==> src/design/cbcb_pkg.sv <==
`default_nettype none

package cbcb_pkg;

    // Width of the column and row counters inside the block.
    localparam int COORD_BITS = 12;
    // Fixed widths of the result fields and registers.
    localparam int BOX_BITS   = 12;
    localparam int COUNT_BITS = 25;
    localparam int LEVEL_BITS = 8;
    localparam int SIZE_BITS  = 13;
    localparam int CFG_DATA_BITS  = 25;
    localparam int CFG_INDEX_BITS = 3;

    localparam logic [COUNT_BITS-1:0] COUNT_MAX = '1;

    typedef enum logic [CFG_INDEX_BITS-1:0] {
        CFG_DARK_LEVEL    = 3'd0,
        CFG_BRIGHT_LEVEL  = 3'd1,
        CFG_CHROMA_MARGIN = 3'd2,
        CFG_FRAME_WIDTH   = 3'd3,
        CFG_FRAME_HEIGHT  = 3'd4,
        CFG_MIN_COUNT     = 3'd5
    } t_cfg_index;

    typedef struct packed {
        logic [LEVEL_BITS-1:0] dark_level;
        logic [LEVEL_BITS-1:0] bright_level;
        logic [LEVEL_BITS-1:0] chroma_margin;
        logic [SIZE_BITS-1:0]  frame_width;
        logic [SIZE_BITS-1:0]  frame_height;
        logic [COUNT_BITS-1:0] min_count;
    } t_cfg;

    typedef struct packed {
        logic [7:0] red;
        logic [7:0] green;
        logic [7:0] blue;
    } t_pixel;

    // One classified pixel, handed from the front end to the accumulator.
    typedef struct packed {
        logic                  match;
        logic                  end_frame;
        logic [COORD_BITS-1:0] column;
        logic [COORD_BITS-1:0] row;
    } t_item;

    typedef struct packed {
        logic                  detected;
        logic [COUNT_BITS-1:0] match_total;
        logic [BOX_BITS-1:0]   box_left;
        logic [BOX_BITS-1:0]   box_right;
        logic [BOX_BITS-1:0]   box_top;
        logic [BOX_BITS-1:0]   box_bottom;
    } t_result;

endpackage

`default_nettype wire

==> src/design/cbcb_front.sv <==
`default_nettype none

module cbcb_front import cbcb_pkg::*; (
    input  wire logic  i_clk,
    input  wire logic  i_rst_n,
    input  wire logic  i_push,
    input  wire t_pixel i_pixel,
    input  wire t_cfg  i_cfg,
    input  wire logic  i_q_full,
    output logic       o_wr,
    output t_item      o_item
);

    // Last index of a frame dimension; zero acts as one, oversize is clamped.
    function automatic logic [COORD_BITS-1:0] last_index(input logic [SIZE_BITS-1:0] size);
        int eff;
        eff = int'(size);
        if (eff == 0) begin
            eff = 1;
        end else if (eff > (1 << COORD_BITS)) begin
            eff = 1 << COORD_BITS;
        end
        return COORD_BITS'(eff - 1);
    endfunction

    logic [COORD_BITS-1:0] r_column, n_column;
    logic [COORD_BITS-1:0] r_row, n_row;
    logic [11:0]           w_sum;
    logic [7:0]            w_luma;
    logic [9:0]            w_luma_x, w_margin_x, w_red_x, w_blue_x;
    logic                  w_match;
    logic                  w_end_row;
    logic                  w_end_frame;

    assign o_wr = i_push && !i_q_full;

    always_comb begin
        w_sum = ({4'b0, i_pixel.red} << 2) + {4'b0, i_pixel.red}
              + ({4'b0, i_pixel.green} << 3) + {4'b0, i_pixel.green}
              + ({4'b0, i_pixel.blue} << 1);
        w_luma     = w_sum[11:4];
        w_luma_x   = {2'b0, w_luma};
        w_margin_x = {2'b0, i_cfg.chroma_margin};
        w_red_x    = {2'b0, i_pixel.red};
        w_blue_x   = {2'b0, i_pixel.blue};
        // U < -m is B + m < luma, and V > m is R > luma + m.
        w_match = (w_luma > i_cfg.dark_level) && (w_luma < i_cfg.bright_level)
               && ((w_blue_x + w_margin_x) < w_luma_x)
               && (w_red_x > (w_luma_x + w_margin_x));
        w_end_row   = r_column >= last_index(i_cfg.frame_width);
        w_end_frame = w_end_row && (r_row >= last_index(i_cfg.frame_height));
    end

    always_comb begin
        o_item.match     = w_match;
        o_item.end_frame = w_end_frame;
        o_item.column    = r_column;
        o_item.row       = r_row;
    end

    always_comb begin
        n_column = r_column;
        n_row    = r_row;
        if (o_wr) begin
            if (w_end_frame) begin
                n_column = '0;
                n_row    = '0;
            end else if (w_end_row) begin
                n_column = '0;
                n_row    = r_row + 1'b1;
            end else begin
                n_column = r_column + 1'b1;
            end
        end
    end

    always_ff @(posedge i_clk) begin
        if (!i_rst_n) begin
            r_column <= '0;
            r_row    <= '0;
        end else begin
            r_column <= n_column;
            r_row    <= n_row;
        end
    end

endmodule

`default_nettype wire

==> src/design/cbcb_queue.sv <==
`default_nettype none

module cbcb_queue import cbcb_pkg::*; (
    input  wire logic  i_clk,
    input  wire logic  i_rst_n,
    input  wire logic  i_wr,
    input  wire t_item i_item,
    input  wire logic  i_rd,
    output logic       o_full,
    output logic       o_empty,
    output t_item      o_item
);

    t_item       r_mem [4];
    logic [1:0]  r_wr_ptr, r_rd_ptr;
    logic [2:0]  r_count, n_count;

    assign o_full  = r_count == 3'd4;
    assign o_empty = r_count == 3'd0;
    assign o_item  = r_mem[r_rd_ptr];

    always_comb begin
        n_count = r_count;
        if (i_wr && !i_rd) begin
            n_count = r_count + 1'b1;
        end else if (!i_wr && i_rd) begin
            n_count = r_count - 1'b1;
        end
    end

    always_ff @(posedge i_clk) begin
        if (i_wr) begin
            r_mem[r_wr_ptr] <= i_item;
        end
    end

    always_ff @(posedge i_clk) begin
        if (!i_rst_n) begin
            r_wr_ptr <= '0;
            r_rd_ptr <= '0;
            r_count  <= '0;
        end else begin
            r_count <= n_count;
            if (i_wr) begin
                r_wr_ptr <= r_wr_ptr + 1'b1;
            end
            if (i_rd) begin
                r_rd_ptr <= r_rd_ptr + 1'b1;
            end
        end
    end

endmodule

`default_nettype wire

==> src/design/cbcb_back.sv <==
`default_nettype none

module cbcb_back import cbcb_pkg::*; (
    input  wire logic  i_clk,
    input  wire logic  i_rst_n,
    input  wire logic  i_q_empty,
    input  wire t_item i_item,
    input  wire logic [COUNT_BITS-1:0] i_min_count,
    input  wire logic  i_pop,
    output logic       o_rd,
    output logic       o_empty,
    output t_result    o_result
);

    logic [COUNT_BITS-1:0] r_count, n_count;
    logic [COORD_BITS-1:0] r_min_col, n_min_col, r_max_col, n_max_col;
    logic [COORD_BITS-1:0] r_min_row, n_min_row, r_max_row, n_max_row;

    t_result     r_res [2];
    logic        r_res_wr_ptr, r_res_rd_ptr;
    logic [1:0]  r_res_count;
    logic        w_res_full;
    logic        w_res_wr;
    logic        w_res_rd;
    logic        w_any;
    t_result     w_result;

    assign w_res_full = r_res_count == 2'd2;
    assign o_empty    = r_res_count == 2'd0;
    assign w_res_rd   = i_pop && !o_empty;
    assign o_result   = r_res[r_res_rd_ptr];

    // A frame's last pixel needs a free result slot; other pixels never wait.
    assign o_rd     = !i_q_empty && (!i_item.end_frame || !w_res_full);
    assign w_res_wr = o_rd && i_item.end_frame;

    always_comb begin
        n_count   = r_count;
        n_min_col = r_min_col;
        n_max_col = r_max_col;
        n_min_row = r_min_row;
        n_max_row = r_max_row;
        if (i_item.match) begin
            if (r_count != COUNT_MAX) begin
                n_count = r_count + 1'b1;
            end
            if (i_item.column < r_min_col) begin
                n_min_col = i_item.column;
            end
            if (i_item.column > r_max_col) begin
                n_max_col = i_item.column;
            end
            if (i_item.row < r_min_row) begin
                n_min_row = i_item.row;
            end
            if (i_item.row > r_max_row) begin
                n_max_row = i_item.row;
            end
        end
    end

    always_comb begin
        w_any = n_count != '0;
        w_result.detected    = n_count > i_min_count;
        w_result.match_total = n_count;
        w_result.box_left    = w_any ? BOX_BITS'(n_min_col) : '0;
        w_result.box_right   = w_any ? BOX_BITS'(n_max_col) : '0;
        w_result.box_top     = w_any ? BOX_BITS'(n_min_row) : '0;
        w_result.box_bottom  = w_any ? BOX_BITS'(n_max_row) : '0;
    end

    always_ff @(posedge i_clk) begin
        if (!i_rst_n) begin
            r_count   <= '0;
            r_min_col <= '1;
            r_max_col <= '0;
            r_min_row <= '1;
            r_max_row <= '0;
        end else if (o_rd) begin
            if (i_item.end_frame) begin
                r_count   <= '0;
                r_min_col <= '1;
                r_max_col <= '0;
                r_min_row <= '1;
                r_max_row <= '0;
            end else begin
                r_count   <= n_count;
                r_min_col <= n_min_col;
                r_max_col <= n_max_col;
                r_min_row <= n_min_row;
                r_max_row <= n_max_row;
            end
        end
    end

    always_ff @(posedge i_clk) begin
        if (w_res_wr) begin
            r_res[r_res_wr_ptr] <= w_result;
        end
    end

    always_ff @(posedge i_clk) begin
        if (!i_rst_n) begin
            r_res_wr_ptr <= 1'b0;
            r_res_rd_ptr <= 1'b0;
            r_res_count  <= '0;
        end else begin
            if (w_res_wr) begin
                r_res_wr_ptr <= !r_res_wr_ptr;
            end
            if (w_res_rd) begin
                r_res_rd_ptr <= !r_res_rd_ptr;
            end
            if (w_res_wr && !w_res_rd) begin
                r_res_count <= r_res_count + 1'b1;
            end else if (!w_res_wr && w_res_rd) begin
                r_res_count <= r_res_count - 1'b1;
            end
        end
    end

endmodule

`default_nettype wire

==> src/design/color_blob_count_and_box.sv <==
`default_nettype none
// Channel      Ports                                  Transaction when
// ----------   ------------------------------------   -------------------------
// pixels in    push, full, i_pixel                    push high and full low
// results out  empty, pop, o_result                   pop high and empty low
// config       i_cfg_we, i_cfg_index, i_cfg_data      i_cfg_we high
//
// One pixel transaction is taken every clock cycle while full is low; the
// classifier in the front end is combinational.
// The last pixel of a frame is classified and written into the classification
// queue at the edge that takes it; the accumulator takes it from that queue
// once a result slot is free and writes the frame result into a two-entry
// result queue, from which it can then be popped.
// Reset is synchronous and active low; it restores the register defaults
// and starts a fresh frame at column and row zero.
// When results are not popped, the result queue and then the four-entry
// classification queue fill, and full is raised; nothing is ever dropped.

module color_blob_count_and_box import cbcb_pkg::*; (
    input  wire logic    i_clk,
    input  wire logic    i_rst_n,
    input  wire logic    push,
    input  wire t_pixel  i_pixel,
    output logic         full,
    output logic         empty,
    input  wire logic    pop,
    output t_result      o_result,
    input  wire logic    i_cfg_we,
    input  wire logic [CFG_INDEX_BITS-1:0] i_cfg_index,
    input  wire logic [CFG_DATA_BITS-1:0]  i_cfg_data
);

    // Configuration registers. Writes to indexes beyond the list are ignored,
    // and data is truncated to each register's own width.
    t_cfg  r_cfg;

    // Front end to accumulator, through the classification queue.
    logic  w_q_wr;
    logic  w_q_rd;
    logic  w_q_full;
    logic  w_q_empty;
    t_item w_q_in;
    t_item w_q_out;

    assign full = w_q_full;

    always_ff @(posedge i_clk) begin
        if (!i_rst_n) begin
            r_cfg.dark_level    <= LEVEL_BITS'(32);
            r_cfg.bright_level  <= LEVEL_BITS'(64);
            r_cfg.chroma_margin <= LEVEL_BITS'(8);
            r_cfg.frame_width   <= SIZE_BITS'(320);
            r_cfg.frame_height  <= SIZE_BITS'(240);
            r_cfg.min_count     <= COUNT_BITS'(1536);
        end else if (i_cfg_we) begin
            case (t_cfg_index'(i_cfg_index))
                CFG_DARK_LEVEL:    r_cfg.dark_level    <= i_cfg_data[LEVEL_BITS-1:0];
                CFG_BRIGHT_LEVEL:  r_cfg.bright_level  <= i_cfg_data[LEVEL_BITS-1:0];
                CFG_CHROMA_MARGIN: r_cfg.chroma_margin <= i_cfg_data[LEVEL_BITS-1:0];
                CFG_FRAME_WIDTH:   r_cfg.frame_width   <= i_cfg_data[SIZE_BITS-1:0];
                CFG_FRAME_HEIGHT:  r_cfg.frame_height  <= i_cfg_data[SIZE_BITS-1:0];
                CFG_MIN_COUNT:     r_cfg.min_count     <= i_cfg_data[COUNT_BITS-1:0];
                default: begin
                end
            endcase
        end
    end

    // The front end tracks the raster position and classifies each pixel.
    cbcb_front u_front (
        .i_clk    (i_clk),
        .i_rst_n  (i_rst_n),
        .i_push   (push),
        .i_pixel  (i_pixel),
        .i_cfg    (r_cfg),
        .i_q_full (w_q_full),
        .o_wr     (w_q_wr),
        .o_item   (w_q_in)
    );

    // A short queue lets the accumulator stall on a full result queue
    // without holding up the pixel stream at once.
    cbcb_queue u_queue (
        .i_clk   (i_clk),
        .i_rst_n (i_rst_n),
        .i_wr    (w_q_wr),
        .i_item  (w_q_in),
        .i_rd    (w_q_rd),
        .o_full  (w_q_full),
        .o_empty (w_q_empty),
        .o_item  (w_q_out)
    );

    // The accumulator keeps the count and box and emits one result per frame.
    cbcb_back u_back (
        .i_clk       (i_clk),
        .i_rst_n     (i_rst_n),
        .i_q_empty   (w_q_empty),
        .i_item      (w_q_out),
        .i_min_count (r_cfg.min_count),
        .i_pop       (pop),
        .o_rd        (w_q_rd),
        .o_empty     (empty),
        .o_result    (o_result)
    );

endmodule

`default_nettype wire

==> config.mk <==
export PLATFORM = sky130hd
export DESIGN_NAME = color_blob_count_and_box
export DESIGN_NICKNAME = d
export VERILOG_FILES = /design/src/design/cbcb_pkg.sv /design/src/design/cbcb_front.sv /design/src/design/cbcb_queue.sv /design/src/design/cbcb_back.sv /design/src/design/color_blob_count_and_box.sv
export SDC_FILE = /design/constraint.sdc
export NUM_CORES = 1
export LEC_CHECK = 0
export ABC_AREA = 1
export BUFFER_PORTS_ARGS = -buffer_cell sky130_fd_sc_hd__clkbuf_2
export CORE_UTILIZATION = 59
export DETAILED_ROUTE_END_ITERATION = 10
export GPL_ROUTABILITY_DRIVEN = 0
export PLACE_DENSITY = 0.8
export SETUP_SLACK_MARGIN = 0.4
export SYNTH_ARGS = -nofsm -noshare
export SYNTH_HDL_FRONTEND = slang
export SYNTH_HIERARCHICAL = 1
export SYNTH_SLANG_ARGS = --single-unit
export TNS_END_PERCENT = 100
==> constraint.sdc <==
create_clock -name i_clk -period 19.1 [get_ports i_clk]
set_input_delay 4.775 -clock i_clk [delete_from_list [all_inputs] [get_ports i_clk]]
set_output_delay 4.775 -clock i_clk [all_outputs]
set_load 0.05 [all_outputs]
======== Yosys cells after proc, flatten, opt, wreduce, memory -nomap -nowiden ========
Memories as Yosys holds them, arrays and structs flattened. A register that Yosys moved wholly into a read port is not among the register bits.
Index checks and enable logic that the tools add are counted.
storage, ports and cells
  register bits after elaboration ......... 183
  bits in writable memories ............... 252
  input port bits ......................... 57
  output and inout port bits .............. 76
  logic and storage cells ................. 138
  memories kept ........................... 2
operators by class
  add/subtract/negate cells ............... 17
  magnitude comparators ................... 13
  equality and inequality tests ........... 8
  muxes and demuxes ....................... 39
  reduce and logical (&&, ||, !) cells .... 40
memories
  memory         depth  width  rd ports  clocked after memory_dff  wr ports  RTL line          RTL
  u_back.r_res   2      74     1         1                         1         cbcb_back.sv:19   t_result r_res [2];
  u_queue.r_mem  4      26     1         1                         1         cbcb_queue.sv:14  t_item r_mem [4];
operator list
  kind                                                   number
  2-to-1 mux 12 bit                                      24
  2-to-1 mux 25 bit                                      3
  greater-than comparator 13 bit, second input constant  2
  zero test 13 bit                                       2
  adder 25 x 1 -> 25 bit, second input constant          1
  greater-than comparator 25 bit                         1
  != test 25 bit, second input constant                  1
  nonzero test 25 bit                                    1
  adder 12 x 1 -> 12 bit, second input constant          2
  greater-or-equal comparator 12 bit                     2
  greater-than comparator 12 bit                         2
  less-than comparator 12 bit                            2
  subtractor 12 x 2 -> 12 bit, second input constant     2
  adder 8 x 8 -> 9 bit                                   2
  AND reduction 2 bit                                    7
  adder 12 x 11 -> 12 bit                                1
  adder 12 x 8 -> 12 bit                                 1
  adder 12 x 9 -> 12 bit                                 1
  logical AND 1 bit                                      12
  adder 10 x 8 -> 11 bit                                 1
  zero test 1 bit                                        11
  greater-than comparator 8 x 10 -> 1 bit                1
  less-than comparator 10 x 8 -> 1 bit                   1
  equality test 3 bit, second input constant             3
  16 further kinds                                       31

======== Longest topological paths before layout ========
  depth in word-level cells ............... 9
  depth in mapped cells ................... 30
  depth with buffers taken out ............ 29

======== Hierarchy ========
The synthesis kept the hierarchy.
by module, submodules not included
  module                    instances  cells each  area each (um^2)  sequential area each (um^2)
  cbcb_back                 1          1287        11818.8           6005.8
  cbcb_front                1          774         4999.8            480.5
  cbcb_queue                1          309         4290.4            3303.2
  color_blob_count_and_box  1          440         3015.4            1501.4

======== Least setup slack after synthesis ========
No wires, ideal clock.
  kind .................................... input port to flip-flop
  from .................................... in i_pixel[2] (netlist bit)
  to ...................................... mem u_queue/r_mem[0][25] (netlist bit) (data pin)
  arrival ................................. 9.245 ns
  required time ........................... 18.846 ns
  path slack .............................. 9.601 ns
  cell stages on the path ................. 27
  path buffers ............................ 1
  path through ............................ inv_1 fa_1 inv_1 fa_1 fa_1 nand2_1 nor4_1 fa_1 nand3_1 nand2_1 a21oi_1 o21ai_0 xor2_1 inv_1 ha_1 a21oi_1 nand3_1 xnor2_1 ha_1 nand3_1 nor3_1 nor2_1 nand3_1 nor2_1 nand3_1 nor2_1 buf_4
on the way
  cells in the longest elaborated chain, start to end .. 5
  elaborated cells between the ends (all ways) .. 10
ends and longest elaborated chain
  what                                                                            RTL line                        RTL
  start, declared                                                                 color_blob_count_and_box.sv:23  input wire t_pixel i_pixel,
  parallel branches: the longest is 4 deep, another holds adder 12 x 9 -> 12 bit  n/a
  logical AND 1 bit *                                                             cbcb_front.sv:49                && (w_red_x > (w_luma_x + w_margin_x));
  named net u_front.w_match                                                       cbcb_front.sv:31                logic w_match;
  end, declared                                                                   cbcb_queue.sv:14
Mark *: on every way through the listed nets, which the timed path passes.

==> impl_metrics.py <==
metrics = {
    "setup_path": {
        "arrival_ns": 10.03,
        "cp_common_cell": "nand3_1",
        "crit_path_top_delay_cell": "fa_1",
        "cp_top_family": "adder cells",
        "path_max_fanout": 4,
        "end_kind": "flop",
        "critPathBufInv": 5,
        "cpPeakStageDelay_ns": 0.54,
        "worstSetupStartpointType": "primary input",
        "crit_type": "primary input to flop",
        "required_ns": 19.47,
    },
    "detailed_routing": {
        "drc": 0,
        "wirelength_mm": 57.1,
        "drt.antenna.violating_nets": 0,
        "via_count": 19588,
        "viasPerCell": 5.65,
        "firstDrtPassIters": 8,
        "first_iter_violations": 1760,
        "routedWlPerCell_um": 16.5,
    },
    "placement": {
        "portBuffers": 132,
        "hpwl_mm": 39.6,
    },
    "global_route": {
        "grt-ovfl-total": 0,
        "grt_pass1_wl_mm": 92.2,
        "grt_pass1_vias": 18847,
        "grt_usage_pct": 27.5,
        "grt_max_degree": 99,
        "antenna_found_initial": 1,
    },
    "min_path": {
        "hold_path.class": "flop to flop",
    },
    "final_layout": {
        "multi_input_area_sq_um": 11000,
        "antenna_cells": 0,
        "regArea_sq_um": 11300,
        "drive_above_1_share_pct": 11.7,
        "layout-area-overhead-vs-synth_pct": 10.7,
        "nFillCells": 3060,
        "layout_common_cells": "nand2_1, nor2_1, inv_1",
        "nNetsFinal": 3152,
        "mostFrequentLayoutCell": "nand2_1",
    },
    "cts": {
        "hold_buffers": 0,
        "cts-root-buf": "clkbuf_16",
        "clk_latency_ns": 0.58,
        "cts_buffers": 45,
        "clkTransAtPathRegs_ns": 0.06,
        "cts_sinks": 438,
        "cts.htree.levels": 2,
        "postCtsResizedCells": 0,
        "cts_setup_buffers": 0,
        "clockBufferDepth": 3,
        "cts_tree": "yes",
    },
    "sta": {
        "fin_worst_skew_ns": 0.0156,
        "max_freq_mhz": 103,
        "setup_viol": 0,
        "setup_tns_ns": 0,
        "slew_violations": 0,
        "finalCritPeriodShare_pct": 50.6,
        "rsz0062_at_grt": "false",
        "tightestPinTransition_ns": 1.31,
        "relSlewSlack_pct": 12.9,
        "hold_viol_final": 0,
        "period_minus_slack_ns": 9.66,
    },
    "synthesis": {
        "yosys_warnings": 6,
        "synth_seq_cells": 438,
        "syn_area_sq_um": 24100,
        "async_flop_share_pct": 0,
        "ys_types": 53,
        "ys_seq_area_share_pct": 46.8,
        "synthFlopType": "edfxtp_1",
        "synth_enable_flop_cells": 252,
        "synth_cells": 2810,
        "avgSynthCellArea_sq_um": 8.59,
        "syn_nets": 3057,
    },
    "die": {
        "io-pin-count": 133,
        "die_x_um": 204,
        "std_cell_rows": 73,
        "fp.coreArea_sq_um": 40000,
        "die_h_um": 204,
        "design.die.area_sq_um": 41700,
        "floorplan.initialDensity_pct": 60.3,
    },
    "pwr": {
        "power_density_nw_per_um2": 185,
        "leakagePower_nw": 11.6,
        "clkPwrFrac_pct": 19.3,
        "power.total_mw": 4.94,
        "max-vdd-ir-drop_mv": 0.106,
        "pwr-share-comb_pct": 51.5,
        "p_seq_share_pct": 29.2,
        "internal_power_mw": 2.69,
        "swShare_pct": 45.5,
        "p_sw_mw": 2.25,
    },
    "status": {
        "status": "finished, final reports clean",
    },
    "job": {
        "cap_violations": 0,
    },
}
-- worst paths after layout --
path	from	cells after the start	slack, ns	endpoint
max	i_pixel[2]	29	9.44	u_queue/r_mem[2][25]
min	u_queue/r_rd_ptr[1]	1	0.46	flop
max reg2reg	flop	11	14.74	u_back/r_res[0][43]
min reg2reg	u_queue/r_rd_ptr[1]	1	0.46	flop
-- cell usage after synthesis (7+ instances only) --
| master | n | share of area (%) |
|---|---|---|
| a21oi_1 | 146 | 3.0 |
| buf_1 | 8 | 0.12 |
| buf_2 | 26 | 0.54 |
| buf_4 | 12 | 0.37 |
| buf_6 | 7 | 0.33 |
| clkbuf_1 | 44 | 0.68 |
| dfxtp_1 | 186 | 15 |
| edfxtp_1 | 252 | 31 |
| fa_1 | 24 | 2.0 |
| ha_1 | 166 | 8.6 |
| inv_1 | 345 | 5.4 |
| mux2_2 | 74 | 3.5 |
| nand2_1 | 594 | 9.2 |
| nand2_2 | 9 | 0.23 |
| nand3_1 | 192 | 4.0 |
| nand3b_1 | 25 | 0.78 |
| nand4_1 | 34 | 0.88 |
| nor2_1 | 357 | 5.6 |
| nor2_2 | 15 | 0.39 |
| nor3_1 | 17 | 0.35 |
| o21ai_0 | 114 | 2.4 |
| o21ai_1 | 25 | 0.52 |
| o22ai_1 | 26 | 0.67 |
| xnor2_1 | 14 | 0.51 |
| xor2_1 | 30 | 1.1 |
-- cell families (layout without fill, tap and decap cells) --
group / Yosys count / after routing / synth area share, %
AO/OA/AOI/OAI: 352 / 352 / 7.93
adder cells (fa/ha/maj): 190 / 190 / 10.6
AND/OR/NAND/NOR: 1261 / 1261 / 22.0
XOR/XNOR: 44 / 44 / 1.60
multiplexers: 74 / 74 / 3.45
flip-flops: 438 / 438 / 46.8
buffers and inverters: 451 / 583 / 7.57
-- power by group through the flow --
| stage | sequential [mW] | clock, mW | combinational [mW] |
|---|---|---|---|
| floorplan | 1.44 | 0 | 1.90 |
| global placement | 1.44 | 0 | 2.37 |
| detailed placement | 1.46 | 0 | 2.48 |
| CTS | 1.45 | 0.968 | 2.51 |
| global route | 1.47 | 1.00 | 2.81 |
| finish | 1.45 | 0.954 | 2.54 |
-- worst reg2reg max path: stages (launching register included) --
cell and delay, ns:
dfxtp_1 0.30, buf_4 0.29, inv_4 0.49, o21ai_0 0.19
o22ai_2 0.13, buf_4 0.40, inv_1 0.45, a211o_1 0.36
a221oi_1 0.27, nand2_1 0.48, o21ai_0 0.53, nor2_1 0.18
-- layer usage --
layer  global-route usage (%)  part of all wire [%]
met1                     36.0                    43
met2                     46.8                    48
met3                     3.35                   6.8
met4                     9.65                   2.6
met5                        0                 0.016
-- through the flow --
step / cells / worst slack (ns) / hold slack, ns / util, % / area (sq um)
floorplan: 2810 / 9.60 / 0.412 / - / 24100
global placement: 3383 / 9.13 / 0.425 / 62.7 / 25100
detailed placement: 3383 / 8.95 / 0.444 / 62.7 / 25100
CTS: 3467 / 9.54 / 0.452 / 66.8 / 26700
global route: 3467 / 9.10 / 0.463 / 66.8 / 26700
finish: 3467 / 9.44 / 0.456 / 66.8 / 26700
-- area by class of cell --
class,count,area share (%)
multi-input cells,1921,41.3
inverters,354,4.98
well taps,525,2.46
flip-flops and latches,438,42.3
clock buffers,57,4.54
clock inverters,27,1.55
repair buffers,145,2.84
-- state kept, by name, indices dropped and copies added, names as in the netlist, 2 cells and up, named ones only --
register / flops
r_cfg: 75
u_back/r_count: 25
u_back/r_max_col: 12
u_back/r_max_row: 12
u_back/r_min_col: 12
u_back/r_min_row: 12
u_back/r_res: 148
u_back/r_res_count: 2
u_front/r_column: 12
u_front/r_row: 12
u_queue/r_count: 3
u_queue/r_mem: 104
u_queue/r_rd_ptr: 2
u_queue/r_wr_ptr: 2
(Power assumes the default switching activity.)
